--- config.mk ---
export PLATFORM = sky130hd
export DESIGN_NAME = time_of_day_clock
export DESIGN_NICKNAME = d
export VERILOG_FILES = /design/src/rtl/core/tod_pkg.sv /design/src/rtl/core/time_of_day_clock.sv /design/src/rtl/core/tod_operand_reduce.sv /design/src/rtl/core/tod_state_update.sv /design/src/rtl/core/tod_hms_split.sv
export VERILOG_INCLUDE_DIRS = /design/src /design/src/rtl/core
export SDC_FILE = /design/constraint.sdc
export NUM_CORES = 2
export LEC_CHECK = 0
export ABC_AREA = 0
export BUFFER_PORTS_ARGS = -buffer_cell sky130_fd_sc_hd__buf_4
export CAP_MARGIN = 10
export CORE_MARGIN = 8
export CORE_UTILIZATION = 66
export DETAILED_ROUTE_END_ITERATION = 6
export PLACE_DENSITY = 0.95
export SLEW_MARGIN = 20
export SYNTH_ARGS = -nofsm -noshare
export SYNTH_HDL_FRONTEND = slang
export SYNTH_SLANG_ARGS = --single-unit
export TNS_END_PERCENT = 20
--- constraint.sdc ---
create_clock -name clk -period 11.2 [get_ports clk]
set_input_delay 0.56 -clock clk [delete_from_list [all_inputs] [get_ports clk]]
set_output_delay 0.56 -clock clk [all_outputs]
set_load 0.005 [all_outputs]
--- src/rtl/core/time_of_day_clock_assert.svh ---
// ----------------------------------------------------------------------------
// time_of_day_clock assertion macros
// Concurrent assertion wrappers for the time-of-day clock; they compile to
// nothing when SYNTH is defined.
// ----------------------------------------------------------------------------
`ifndef TIME_OF_DAY_CLOCK_ASSERT_SVH
`define TIME_OF_DAY_CLOCK_ASSERT_SVH

`ifndef SYNTH
// property checked on every edge outside reset
`define TOD_ASSERT(label, clk, rst_n, prop, msg) \
    label: assert property (@(posedge clk) disable iff (!rst_n) (prop)) else $error(msg);
// implication checked on every edge outside reset
`define TOD_ASSERT_IMPL(label, clk, rst_n, cond, prop, msg) \
    label: assert property (@(posedge clk) disable iff (!rst_n) (cond) |-> (prop)) \
        else $error(msg);
`else
`define TOD_ASSERT(label, clk, rst_n, prop, msg)
`define TOD_ASSERT_IMPL(label, clk, rst_n, cond, prop, msg)
`endif

`endif

--- src/rtl/core/tod_pkg.sv ---
// ----------------------------------------------------------------------------
// tod_pkg
// Types and constants shared by the time-of-day clock modules.
// ----------------------------------------------------------------------------
`default_nettype none

package tod_pkg;

    // field and time widths
    localparam int FIELD_W = 32;
    localparam int TIME_W  = 17;
    localparam int REM_W   = 12;
    localparam int HOUR_W  = 5;
    localparam int MIN_W   = 6;
    localparam int HRES_W  = 5;
    localparam int MRES_W  = 11;

    // clock constants
    localparam int DAY_SECONDS    = 86400;
    localparam int HOUR_SECONDS   = 3600;
    localparam int MINUTE_SECONDS = 60;
    localparam int MAX_HOUR       = 23;
    localparam int MAX_MINUTE     = 59;
    localparam int MAX_SECOND     = 59;

    // reduction divisors for the signed operands
    localparam longint unsigned TWO_POW_FIELD   = 64'h1_0000_0000;
    localparam longint unsigned HOURS_PER_DAY   = 24;
    localparam longint unsigned MINUTES_PER_DAY = 1440;
    localparam longint unsigned SECONDS_PER_DAY = 86400;

    // floor reciprocals scaled by 2^32, and 2^32 modulo each divisor
    localparam logic [FIELD_W-1:0] RECIP_HOURS   = FIELD_W'(TWO_POW_FIELD / HOURS_PER_DAY);
    localparam logic [FIELD_W-1:0] RECIP_MINUTES = FIELD_W'(TWO_POW_FIELD / MINUTES_PER_DAY);
    localparam logic [FIELD_W-1:0] RECIP_SECONDS = FIELD_W'(TWO_POW_FIELD / SECONDS_PER_DAY);
    localparam logic [FIELD_W-1:0] WRAP_HOURS    = FIELD_W'(TWO_POW_FIELD % HOURS_PER_DAY);
    localparam logic [FIELD_W-1:0] WRAP_MINUTES  = FIELD_W'(TWO_POW_FIELD % MINUTES_PER_DAY);
    localparam logic [FIELD_W-1:0] WRAP_SECONDS  = FIELD_W'(TWO_POW_FIELD % SECONDS_PER_DAY);

    // floor reciprocals for splitting a time into h:m:s
    localparam int RECIP_HOUR   = (1 << TIME_W) / HOUR_SECONDS;
    localparam int RECIP_MINUTE = (1 << REM_W) / MINUTE_SECONDS;

    // request kinds
    typedef enum logic [2:0] {
        KIND_SET_CHECKED = 3'd0,
        KIND_SET_NORM    = 3'd1,
        KIND_INC         = 3'd2,
        KIND_DEC         = 3'd3,
        KIND_ADD         = 3'd4,
        KIND_SUB         = 3'd5,
        KIND_DIFF        = 3'd6,
        KIND_CHECK       = 3'd7
    } kind_t;

    // reduced operands handed to the state stage
    typedef struct packed {
        kind_t             kind;
        logic              fields_ok;
        logic [TIME_W-1:0] t_given;
        logic [TIME_W-1:0] addend;
    } operand_t;

    // state stage result handed to the split stage
    typedef struct packed {
        logic [TIME_W-1:0]         now;
        logic                      invalid;
        logic signed [FIELD_W-1:0] diff;
    } state_result_t;

endpackage

`default_nettype wire

--- src/rtl/core/time_of_day_clock.sv ---
// The clock keeps the time of day as seconds since midnight and answers every
// request with one result: the stored time as hours, minutes and seconds, an
// out-of-range flag for checked set and check, and for difference requests the
// stored time minus the given h:m:s. One request is taken per clock cycle while
// the pipeline is not stalled by back-pressure. A request passes seven register
// stages: a four-stage operand reduction, the update of the seconds register,
// which sets the rate, and a two-stage split into h:m:s that ends in the output
// register, where the result waits until the output is ready. Back-pressure stalls
// only the stages that are full, so requests keep flowing into empty stages while a
// result waits at the output.
// ----------------------------------------------------------------------------
// time_of_day_clock
// Top level of the time-of-day clock: operand reduction, state update and
// h:m:s split.
// ----------------------------------------------------------------------------
`default_nettype none

`include "time_of_day_clock_assert.svh"

module time_of_day_clock (
    input  wire logic                              clk,
    input  wire logic                              rst_n,
    input  wire logic                              in_valid,
    output logic                                   in_ready,
    input  wire tod_pkg::kind_t                    kind,
    input  wire logic signed [tod_pkg::FIELD_W-1:0] hours,
    input  wire logic signed [tod_pkg::FIELD_W-1:0] minutes,
    input  wire logic signed [tod_pkg::FIELD_W-1:0] seconds,
    input  wire logic signed [tod_pkg::FIELD_W-1:0] offset,
    output logic                                   out_valid,
    input  wire logic                              out_ready,
    output logic [tod_pkg::HOUR_W-1:0]             hour_now,
    output logic [tod_pkg::MIN_W-1:0]              minute_now,
    output logic [tod_pkg::MIN_W-1:0]              second_now,
    output logic                                   invalid,
    output logic signed [tod_pkg::FIELD_W-1:0]     difference
);
    import tod_pkg::*;

    logic          op_valid;
    logic          op_ready;
    operand_t      op;
    logic          res_valid;
    logic          res_ready;
    state_result_t res;

    // operand reduction
    tod_operand_reduce u_reduce (
        .clk      (clk),
        .rst_n    (rst_n),
        .in_valid (in_valid),
        .in_ready (in_ready),
        .kind     (kind),
        .hours    (hours),
        .minutes  (minutes),
        .seconds  (seconds),
        .offset   (offset),
        .op_valid (op_valid),
        .op_ready (op_ready),
        .op       (op)
    );

    // stored time update
    tod_state_update u_state (
        .clk       (clk),
        .rst_n     (rst_n),
        .op_valid  (op_valid),
        .op_ready  (op_ready),
        .op        (op),
        .res_valid (res_valid),
        .res_ready (res_ready),
        .res       (res)
    );

    // h:m:s split and output register
    tod_hms_split u_split (
        .clk        (clk),
        .rst_n      (rst_n),
        .res_valid  (res_valid),
        .res_ready  (res_ready),
        .res        (res),
        .out_valid  (out_valid),
        .out_ready  (out_ready),
        .hour_now   (hour_now),
        .minute_now (minute_now),
        .second_now (second_now),
        .invalid    (invalid),
        .difference (difference)
    );

    // stored time never leaves one day
    `TOD_ASSERT(a_time_in_day, clk, rst_n, res.now < TIME_W'(DAY_SECONDS), "stored time out of day")

    // reported fields lie on the clock face
    `TOD_ASSERT_IMPL(a_hms_range, clk, rst_n, out_valid,
        hour_now <= HOUR_W'(MAX_HOUR) && minute_now <= MIN_W'(MAX_MINUTE)
        && second_now <= MIN_W'(MAX_SECOND), "h:m:s out of range")

    // flagged requests never carry a difference
    `TOD_ASSERT_IMPL(a_flag_no_diff, clk, rst_n, out_valid && invalid, difference == '0,
        "difference set on flagged request")

    // difference stays within one day either way
    `TOD_ASSERT_IMPL(a_diff_range, clk, rst_n, out_valid,
        difference >= -FIELD_W'(DAY_SECONDS - 1) && difference <= FIELD_W'(DAY_SECONDS - 1),
        "difference out of range")

endmodule

`default_nettype wire

--- src/rtl/core/tod_operand_reduce.sv ---
// ----------------------------------------------------------------------------
// tod_operand_reduce
// Four-stage pipeline that wraps the signed h:m:s fields and the offset
// modulo one day, independent of the stored time.
// ----------------------------------------------------------------------------
`default_nettype none

module tod_operand_reduce (
    input  wire logic                           clk,
    input  wire logic                           rst_n,
    input  wire logic                           in_valid,
    output logic                                in_ready,
    input  wire tod_pkg::kind_t                 kind,
    input  wire logic signed [tod_pkg::FIELD_W-1:0] hours,
    input  wire logic signed [tod_pkg::FIELD_W-1:0] minutes,
    input  wire logic signed [tod_pkg::FIELD_W-1:0] seconds,
    input  wire logic signed [tod_pkg::FIELD_W-1:0] offset,
    output logic                                op_valid,
    input  wire logic                           op_ready,
    output tod_pkg::operand_t                   op
);
    import tod_pkg::*;

    // floored residue of a 32-bit two's complement value from an estimated quotient
    function automatic logic [FIELD_W-1:0] floor_mod(
        input logic [FIELD_W-1:0] u,
        input logic [FIELD_W-1:0] q,
        input logic [FIELD_W-1:0] c,
        input logic [FIELD_W-1:0] w
    );
        logic [FIELD_W-1:0] r_est;
        logic [FIELD_W-1:0] r_u;
        r_est = u - FIELD_W'(q * c);
        r_u   = (r_est >= c) ? r_est - c : r_est;
        if (u[FIELD_W-1])
        begin
            r_u = (r_u >= w) ? r_u - w : r_u + c - w;
        end
        return r_u;
    endfunction

    logic v1_reg, v2_reg, v3_reg, v4_reg;
    logic load1, load2, load3, load4;

    kind_t              kind1_reg, kind2_reg, kind3_reg;
    logic               ok1_reg, ok2_reg, ok3_reg;
    logic [FIELD_W-1:0] h1_reg, m1_reg, s1_reg, o1_reg;
    logic [FIELD_W-1:0] h2_reg, m2_reg, s2_reg, o2_reg;
    logic [FIELD_W-1:0] qh2_reg, qm2_reg, qs2_reg, qo2_reg;
    logic [HRES_W-1:0]  rh3_reg;
    logic [MRES_W-1:0]  rm3_reg;
    logic [TIME_W-1:0]  rs3_reg, ro3_reg;
    operand_t           op_reg;

    logic               fields_ok;
    logic [2*FIELD_W-1:0] prod_h, prod_m, prod_s, prod_o;
    logic [FIELD_W-1:0] rh_full, rm_full, rs_full, ro_full;
    logic [TIME_W+1:0]  total;
    logic [TIME_W-1:0]  t_wrapped;
    logic [TIME_W-1:0]  addend;
    operand_t           op_next;

    // stage handshake, each stage loads when empty or draining
    assign load4    = !v4_reg || op_ready;
    assign load3    = !v3_reg || load4;
    assign load2    = !v2_reg || load3;
    assign load1    = !v1_reg || load2;
    assign in_ready = load1;
    assign op_valid = v4_reg;
    assign op       = op_reg;

    always_ff @(posedge clk or negedge rst_n)
    begin
        if (!rst_n)
        begin
            v1_reg <= 1'b0;
            v2_reg <= 1'b0;
            v3_reg <= 1'b0;
            v4_reg <= 1'b0;
        end
        else
        begin
            if (load1) v1_reg <= in_valid;
            if (load2) v2_reg <= v1_reg;
            if (load3) v3_reg <= v2_reg;
            if (load4) v4_reg <= v3_reg;
        end
    end

    // range check of the raw fields
    assign fields_ok = (hours >= 0) && (hours <= MAX_HOUR) &&
                       (minutes >= 0) && (minutes <= MAX_MINUTE) &&
                       (seconds >= 0) && (seconds <= MAX_SECOND);

    // input register
    always_ff @(posedge clk)
    begin
        if (load1 && in_valid)
        begin
            kind1_reg <= kind;
            ok1_reg   <= fields_ok;
            h1_reg    <= hours;
            m1_reg    <= minutes;
            s1_reg    <= seconds;
            o1_reg    <= offset;
        end
    end

    // quotient estimates by reciprocal multiplication
    assign prod_h = (2*FIELD_W)'(h1_reg) * (2*FIELD_W)'(RECIP_HOURS);
    assign prod_m = (2*FIELD_W)'(m1_reg) * (2*FIELD_W)'(RECIP_MINUTES);
    assign prod_s = (2*FIELD_W)'(s1_reg) * (2*FIELD_W)'(RECIP_SECONDS);
    assign prod_o = (2*FIELD_W)'(o1_reg) * (2*FIELD_W)'(RECIP_SECONDS);

    always_ff @(posedge clk)
    begin
        if (load2 && v1_reg)
        begin
            kind2_reg <= kind1_reg;
            ok2_reg   <= ok1_reg;
            h2_reg    <= h1_reg;
            m2_reg    <= m1_reg;
            s2_reg    <= s1_reg;
            o2_reg    <= o1_reg;
            qh2_reg   <= prod_h[2*FIELD_W-1:FIELD_W];
            qm2_reg   <= prod_m[2*FIELD_W-1:FIELD_W];
            qs2_reg   <= prod_s[2*FIELD_W-1:FIELD_W];
            qo2_reg   <= prod_o[2*FIELD_W-1:FIELD_W];
        end
    end

    // residues with correction and sign fix
    assign rh_full = floor_mod(h2_reg, qh2_reg, FIELD_W'(HOURS_PER_DAY), WRAP_HOURS);
    assign rm_full = floor_mod(m2_reg, qm2_reg, FIELD_W'(MINUTES_PER_DAY), WRAP_MINUTES);
    assign rs_full = floor_mod(s2_reg, qs2_reg, FIELD_W'(SECONDS_PER_DAY), WRAP_SECONDS);
    assign ro_full = floor_mod(o2_reg, qo2_reg, FIELD_W'(SECONDS_PER_DAY), WRAP_SECONDS);

    always_ff @(posedge clk)
    begin
        if (load3 && v2_reg)
        begin
            kind3_reg <= kind2_reg;
            ok3_reg   <= ok2_reg;
            rh3_reg   <= rh_full[HRES_W-1:0];
            rm3_reg   <= rm_full[MRES_W-1:0];
            rs3_reg   <= rs_full[TIME_W-1:0];
            ro3_reg   <= ro_full[TIME_W-1:0];
        end
    end

    // total of the given time, wrapped by at most two days
    assign total = (TIME_W+2)'(rh3_reg) * (TIME_W+2)'(HOUR_SECONDS) +
                   (TIME_W+2)'(rm3_reg) * (TIME_W+2)'(MINUTE_SECONDS) +
                   (TIME_W+2)'(rs3_reg);

    always_comb
    begin
        if (total >= (TIME_W+2)'(2 * DAY_SECONDS))
        begin
            t_wrapped = TIME_W'(total - (TIME_W+2)'(2 * DAY_SECONDS));
        end
        else if (total >= (TIME_W+2)'(DAY_SECONDS))
        begin
            t_wrapped = TIME_W'(total - (TIME_W+2)'(DAY_SECONDS));
        end
        else
        begin
            t_wrapped = TIME_W'(total);
        end
    end

    // step to add to the stored time, already reduced to one day
    always_comb
    begin
        case (kind3_reg)
            KIND_INC: addend = TIME_W'(1);
            KIND_DEC: addend = TIME_W'(DAY_SECONDS - 1);
            KIND_ADD: addend = ro3_reg;
            KIND_SUB: addend = (ro3_reg == '0) ? '0 : TIME_W'(DAY_SECONDS) - ro3_reg;
            default:  addend = '0;
        endcase
    end

    always_comb
    begin
        op_next.kind      = kind3_reg;
        op_next.fields_ok = ok3_reg;
        op_next.t_given   = t_wrapped;
        op_next.addend    = addend;
    end

    always_ff @(posedge clk)
    begin
        if (load4 && v3_reg)
        begin
            op_reg <= op_next;
        end
    end

endmodule

`default_nettype wire

--- src/rtl/core/tod_state_update.sv ---
// ----------------------------------------------------------------------------
// tod_state_update
// Holds the seconds since midnight and applies one request per cycle unless the result is held by back-pressure.
// ----------------------------------------------------------------------------
`default_nettype none

module tod_state_update (
    input  wire logic                  clk,
    input  wire logic                  rst_n,
    input  wire logic                  op_valid,
    output logic                       op_ready,
    input  wire tod_pkg::operand_t     op,
    output logic                       res_valid,
    input  wire logic                  res_ready,
    output tod_pkg::state_result_t     res
);
    import tod_pkg::*;

    logic                      res_valid_reg;
    logic [TIME_W-1:0]         sod_reg;
    logic [TIME_W-1:0]         sod_next;
    logic                      invalid_reg;
    logic                      invalid_next;
    logic signed [FIELD_W-1:0] diff_reg;
    logic signed [FIELD_W-1:0] diff_next;
    logic                      load;
    logic [TIME_W:0]           sum;
    logic [TIME_W-1:0]         sum_wrapped;
    logic [TIME_W:0]           diff_short;

    assign load      = !res_valid_reg || res_ready;
    assign op_ready  = load;
    assign res_valid = res_valid_reg;

    always_comb
    begin
        res.now     = sod_reg;
        res.invalid = invalid_reg;
        res.diff    = diff_reg;
    end

    // one-day wrap of the stored time plus the step
    assign sum         = {1'b0, sod_reg} + {1'b0, op.addend};
    assign sum_wrapped = (sum >= (TIME_W+1)'(DAY_SECONDS)) ?
                         TIME_W'(sum - (TIME_W+1)'(DAY_SECONDS)) : TIME_W'(sum);
    assign diff_short  = {1'b0, sod_reg} - {1'b0, op.t_given};

    // next time, flag and difference
    always_comb
    begin
        sod_next     = sod_reg;
        invalid_next = 1'b0;
        diff_next    = '0;
        case (op.kind)
            KIND_SET_CHECKED:
            begin
                if (op.fields_ok)
                begin
                    sod_next = op.t_given;
                end
                invalid_next = !op.fields_ok;
            end
            KIND_SET_NORM:
            begin
                sod_next = op.t_given;
            end
            KIND_INC, KIND_DEC, KIND_ADD, KIND_SUB:
            begin
                sod_next = sum_wrapped;
            end
            KIND_DIFF:
            begin
                diff_next = {{(FIELD_W-TIME_W-1){diff_short[TIME_W]}}, diff_short};
            end
            KIND_CHECK:
            begin
                invalid_next = !op.fields_ok;
            end
            default:
            begin
                sod_next = sod_reg;
            end
        endcase
    end

    always_ff @(posedge clk or negedge rst_n)
    begin
        if (!rst_n)
        begin
            res_valid_reg <= 1'b0;
            sod_reg       <= '0;
        end
        else if (load)
        begin
            res_valid_reg <= op_valid;
            if (op_valid)
            begin
                sod_reg <= sod_next;
            end
        end
    end

    always_ff @(posedge clk)
    begin
        if (load && op_valid)
        begin
            invalid_reg <= invalid_next;
            diff_reg    <= diff_next;
        end
    end

endmodule

`default_nettype wire

--- src/rtl/core/tod_hms_split.sv ---
// ----------------------------------------------------------------------------
// tod_hms_split
// Two-stage split of seconds since midnight into hours, minutes and seconds,
// ending in the output register.
// ----------------------------------------------------------------------------
`default_nettype none

module tod_hms_split (
    input  wire logic                              clk,
    input  wire logic                              rst_n,
    input  wire logic                              res_valid,
    output logic                                   res_ready,
    input  wire tod_pkg::state_result_t            res,
    output logic                                   out_valid,
    input  wire logic                              out_ready,
    output logic [tod_pkg::HOUR_W-1:0]             hour_now,
    output logic [tod_pkg::MIN_W-1:0]              minute_now,
    output logic [tod_pkg::MIN_W-1:0]              second_now,
    output logic                                   invalid,
    output logic signed [tod_pkg::FIELD_W-1:0]     difference
);
    import tod_pkg::*;

    logic                      va_reg, vb_reg;
    logic                      loada, loadb;
    logic [HOUR_W-1:0]         hour_a_reg;
    logic [REM_W-1:0]          rem_a_reg;
    logic                      inv_a_reg;
    logic signed [FIELD_W-1:0] diff_a_reg;
    logic [HOUR_W-1:0]         hour_b_reg;
    logic [MIN_W-1:0]          minute_b_reg;
    logic [MIN_W-1:0]          second_b_reg;
    logic                      inv_b_reg;
    logic signed [FIELD_W-1:0] diff_b_reg;

    logic [2*TIME_W-1:0]       h_prod;
    logic [HOUR_W-1:0]         h_est;
    logic [TIME_W-1:0]         rem_est;
    logic [HOUR_W-1:0]         hour_next;
    logic [REM_W-1:0]          rem_next;
    logic [2*REM_W-1:0]        m_prod;
    logic [MIN_W-1:0]          m_est;
    logic [REM_W-1:0]          sec_est;
    logic [MIN_W-1:0]          minute_next;
    logic [MIN_W-1:0]          second_next;

    assign loadb      = !vb_reg || out_ready;
    assign loada      = !va_reg || loadb;
    assign res_ready  = loada;
    assign out_valid  = vb_reg;
    assign hour_now   = hour_b_reg;
    assign minute_now = minute_b_reg;
    assign second_now = second_b_reg;
    assign invalid    = inv_b_reg;
    assign difference = diff_b_reg;

    always_ff @(posedge clk or negedge rst_n)
    begin
        if (!rst_n)
        begin
            va_reg <= 1'b0;
            vb_reg <= 1'b0;
        end
        else
        begin
            if (loada) va_reg <= res_valid;
            if (loadb) vb_reg <= va_reg;
        end
    end

    // hours by reciprocal multiplication, one correction step
    assign h_prod  = (2*TIME_W)'(res.now) * (2*TIME_W)'(RECIP_HOUR);
    assign h_est   = h_prod[TIME_W+HOUR_W-1:TIME_W];
    assign rem_est = res.now - TIME_W'(TIME_W'(h_est) * TIME_W'(HOUR_SECONDS));

    always_comb
    begin
        if (rem_est >= TIME_W'(HOUR_SECONDS))
        begin
            hour_next = h_est + HOUR_W'(1);
            rem_next  = REM_W'(rem_est - TIME_W'(HOUR_SECONDS));
        end
        else
        begin
            hour_next = h_est;
            rem_next  = REM_W'(rem_est);
        end
    end

    always_ff @(posedge clk)
    begin
        if (loada && res_valid)
        begin
            hour_a_reg <= hour_next;
            rem_a_reg  <= rem_next;
            inv_a_reg  <= res.invalid;
            diff_a_reg <= res.diff;
        end
    end

    // minutes and seconds of the remainder
    assign m_prod  = (2*REM_W)'(rem_a_reg) * (2*REM_W)'(RECIP_MINUTE);
    assign m_est   = m_prod[REM_W+MIN_W-1:REM_W];
    assign sec_est = rem_a_reg - REM_W'(REM_W'(m_est) * REM_W'(MINUTE_SECONDS));

    always_comb
    begin
        if (sec_est >= REM_W'(MINUTE_SECONDS))
        begin
            minute_next = m_est + MIN_W'(1);
            second_next = MIN_W'(sec_est - REM_W'(MINUTE_SECONDS));
        end
        else
        begin
            minute_next = m_est;
            second_next = MIN_W'(sec_est);
        end
    end

    // output register
    always_ff @(posedge clk)
    begin
        if (loadb && va_reg)
        begin
            hour_b_reg   <= hour_a_reg;
            minute_b_reg <= minute_next;
            second_b_reg <= second_next;
            inv_b_reg    <= inv_a_reg;
            diff_b_reg   <= diff_a_reg;
        end
    end

endmodule

`default_nettype wire
==> flow_summary.ini <==
[timing]
grt_setup_unrepaired = no
setup_tns_ns = 0
worst_slew_pin_slew_ns = 1.143
hold_viol = 0
fin_skew_ns = 0.02867
slew_headroom_pct = 23.77
min_period_ns = 10.42
setup-violations-final = 0
period_share_pct = 93.02
drv_slew = 0
fmax_mhz = 95.99

[worst_hold_path]
hold_path_startpoint = seconds[0]
hold_depth = 1
hold_class = primary input to flip-flop

[drt]
routed_wl_um = 195400
wl_per_cell_um = 21.25
vias = 56123
vias_per_cell = 6.106
route.detailed.drc = 1
first_iter_violations = 4546
ant_nets = 0
drt_first_pass_iters = 7

[worst_setup_path]
critPathMaxFanout = 14
cp.arrival_ns = 10.80
cp-startpoint = u_reduce.qs2_reg[1]$_DFFE_PP_
start_kind = flip-flop
cp-end-kind = flip-flop
r2r_slack_ns = 0.78
slowest_delay_ns = 0.84
crit_required_ns = 11.58
r2r_start = u_reduce.qs2_reg[1]$_DFFE_PP_
crit_top_cell = ha_1
rr_worst_depth = 33
cp_slowest_cell = a211oi_2
critPathKind = flip-flop to flip-flop

[job]
drv_cap = 0

[final_layout]
area_growth_pct = 7.083
fillers = 7503
final_cells = 9192
nNetsFinal = 10157
drive_gt1_share_pct = 5.387
largest_reg_flops = 38

[global_routing]
grt_max_degree = 158
grt_use_total_pct = 30.14
first_global_vias = 61453
grt_overflow_total = 0
antenna_found_initial = 7
grt_first_pass_wirelength_um = 314500

[clocking]
root_buffer = clkbuf_16
clk_pin_slew_worst_paths_ns = 0.07
htree_levels = 3
clock-sinks = 553
clock_path_buffers = 3
cts_buffers = 67
post_cts_buffers = 0
cts_tree = built
insertion_delay_ns = 0.65

[logic_synthesis]
synthTopCellsByCount = inv_1, ha_1, fa_1, edfxtp_1, a21oi_1
yosys.cell_count.top_type = inv_1
dominantRegCellSynth = edfxtp_1
ys_ff_latch = 553
yosysSeqAreaShare_pct = 21.26
syn_area_um2 = 77560
synth_cells = 7404
synth_async_sr_flop_share_pct = 4.340
yosysWarnings = 0
synth_nets = 9946
syn_area_per_cell_um2 = 10.48
synth_top_area_cell = fa_1
synth_top_area_share_pct = 24.26
netlist_top_cells_area = fa_1, ha_1, edfxtp_1, inv_1, xnor2_1
ys_types = 126
synth-edff-count = 529

[floorplanning]
fp.dieH_um = 358.8
dieWidth_um = 358.8
placementRows = 125
core_um2 = 116400
start_util_pct = 66.66
ios = 187
die_area_um2 = 128700

[placement]
dp_cells = 9069
gp_congestion = 0.9937
hpwl_um = 161900
portBuffers = 186

[outcome]
status = complete, but fails checks
violations = DRC
-- per-stage QoR --
| step | cell area [µm²] | worst slack (ns) | hold WS [ns] | util (%) |
|---|---|---|---|---|
| 2_1_floorplan | 77560 | 2.815 | 0.2644 | - |
| 4_1_cts | 83050 | 0.9738 | 0.05563 | 71.37 |
| 6_report | 83060 | 0.7821 | 0.09660 | 71.38 |
| 3_5_place_dp | 80720 | 1.064 | 0.4045 | 69.37 |
| 5_1_grt | 83050 | 0.2323 | 0.07826 | 71.38 |
| 3_3_place_gp | 80720 | 1.579 | 0.4029 | 69.37 |
-- kinds of logic (layout without fill, tap and decap cells) --
family                     count (synthesis)  count (layout)  synth area share (%)
AOI/OAI and AO/OA                       1164            1164                 10.08
xor gates and xnor gates                 387             387                 4.427
adders and majority gates               2407            2407                 47.93
buffers and inverters                   1747            2009                 8.555
DFF                                      553             553                 21.26
muxes                                     22              22                0.2968
other                                      0               2                     0
and+or+nand+nor                         1124            1124                 7.462
-- placed cells by master (no fill, tap or decap), types with 24 or more instances in the layout --
cell type	synthesis	final
dfrtp_1	24	24
nand2b_1	63	63
and3_1	38	38
nor2_1	279	279
buf_4	16	195
nand3_1	77	77
and2_1	29	26
xnor2_1	240	240
a31oi_1	30	29
nand2_1	226	226
or3_1	40	40
a21oi_1	298	298
nand4_1	36	36
a21o_1	128	128
clkbuf_16	0	71
inv_1	1691	1691
a21boi_0	28	28
o21bai_1	48	48
o21ai_0	220	220
o211ai_1	38	38
o31ai_1	26	26
nor2b_1	66	64
xor2_1	143	143
edfxtp_1	529	529
fa_1	940	940
nor3_1	128	128
nor4_1	37	36
o21a_1	75	75
a211oi_1	34	34
ha_1	1467	1467
-- repair_timing --
item	CTS	global route
hold endpoints to repair	24	0
resized for setup	0	0
hold buffers	1	0
-- area by class of cell --
type / count / area [µm²] / area share [%]
diodes: 2 / 5.005 / 0.006026
inverters: 1691 / 6347 / 7.642
clock buffers: 80 / 1821 / 2.192
repair buffers: 198 / 1505 / 1.812
flip-flops and latches: 553 / 16490 / 19.85
clock inverters: 40 / 495.5 / 0.5966
well taps: 1524 / 1907 / 2.296
multi-input cells: 5104 / 54490 / 65.61
-- final timing paths --
path | endpoint
min reg2reg | u_split.difference[1]$_DFFE_PP_
min | u_reduce.s1_reg[0]$_DFFE_PP_
max in group asynchronous | u_state.sod_reg[2]$_DFFE_PN0P_
min in group asynchronous | u_split.out_valid$_DFFE_PN0P_
max reg2reg | u_reduce.rs3_reg[11]$_DFFE_PP_
max | u_reduce.rs3_reg[11]$_DFFE_PP_
-- routing by layer --
metal	GRT usage, %	vias up	wire length (µm)
li1	-	25319	-
met4	17.65	6	13830
met5	0	-	44
met1	34.58	27316	71500
met3	5.864	874	15520
met2	52.36	2608	94480
-- worst max-delay path, delay by kind of cell, from the launching register on --
family                   cells  cell delay (ns)
XOR/XNOR                     2             0.21
buffers and inverters        2             0.26
flip-flops                   1             0.51
AO/OA/AOI/OAI               13             4.22
AND/OR/NAND/NOR              8             1.75
adder cells (fa/ha/maj)      8             3.20
Power is left out: the tool's default activity adds up to more than one toggle a clock period on the data nets, which glitch-free logic cannot reach.
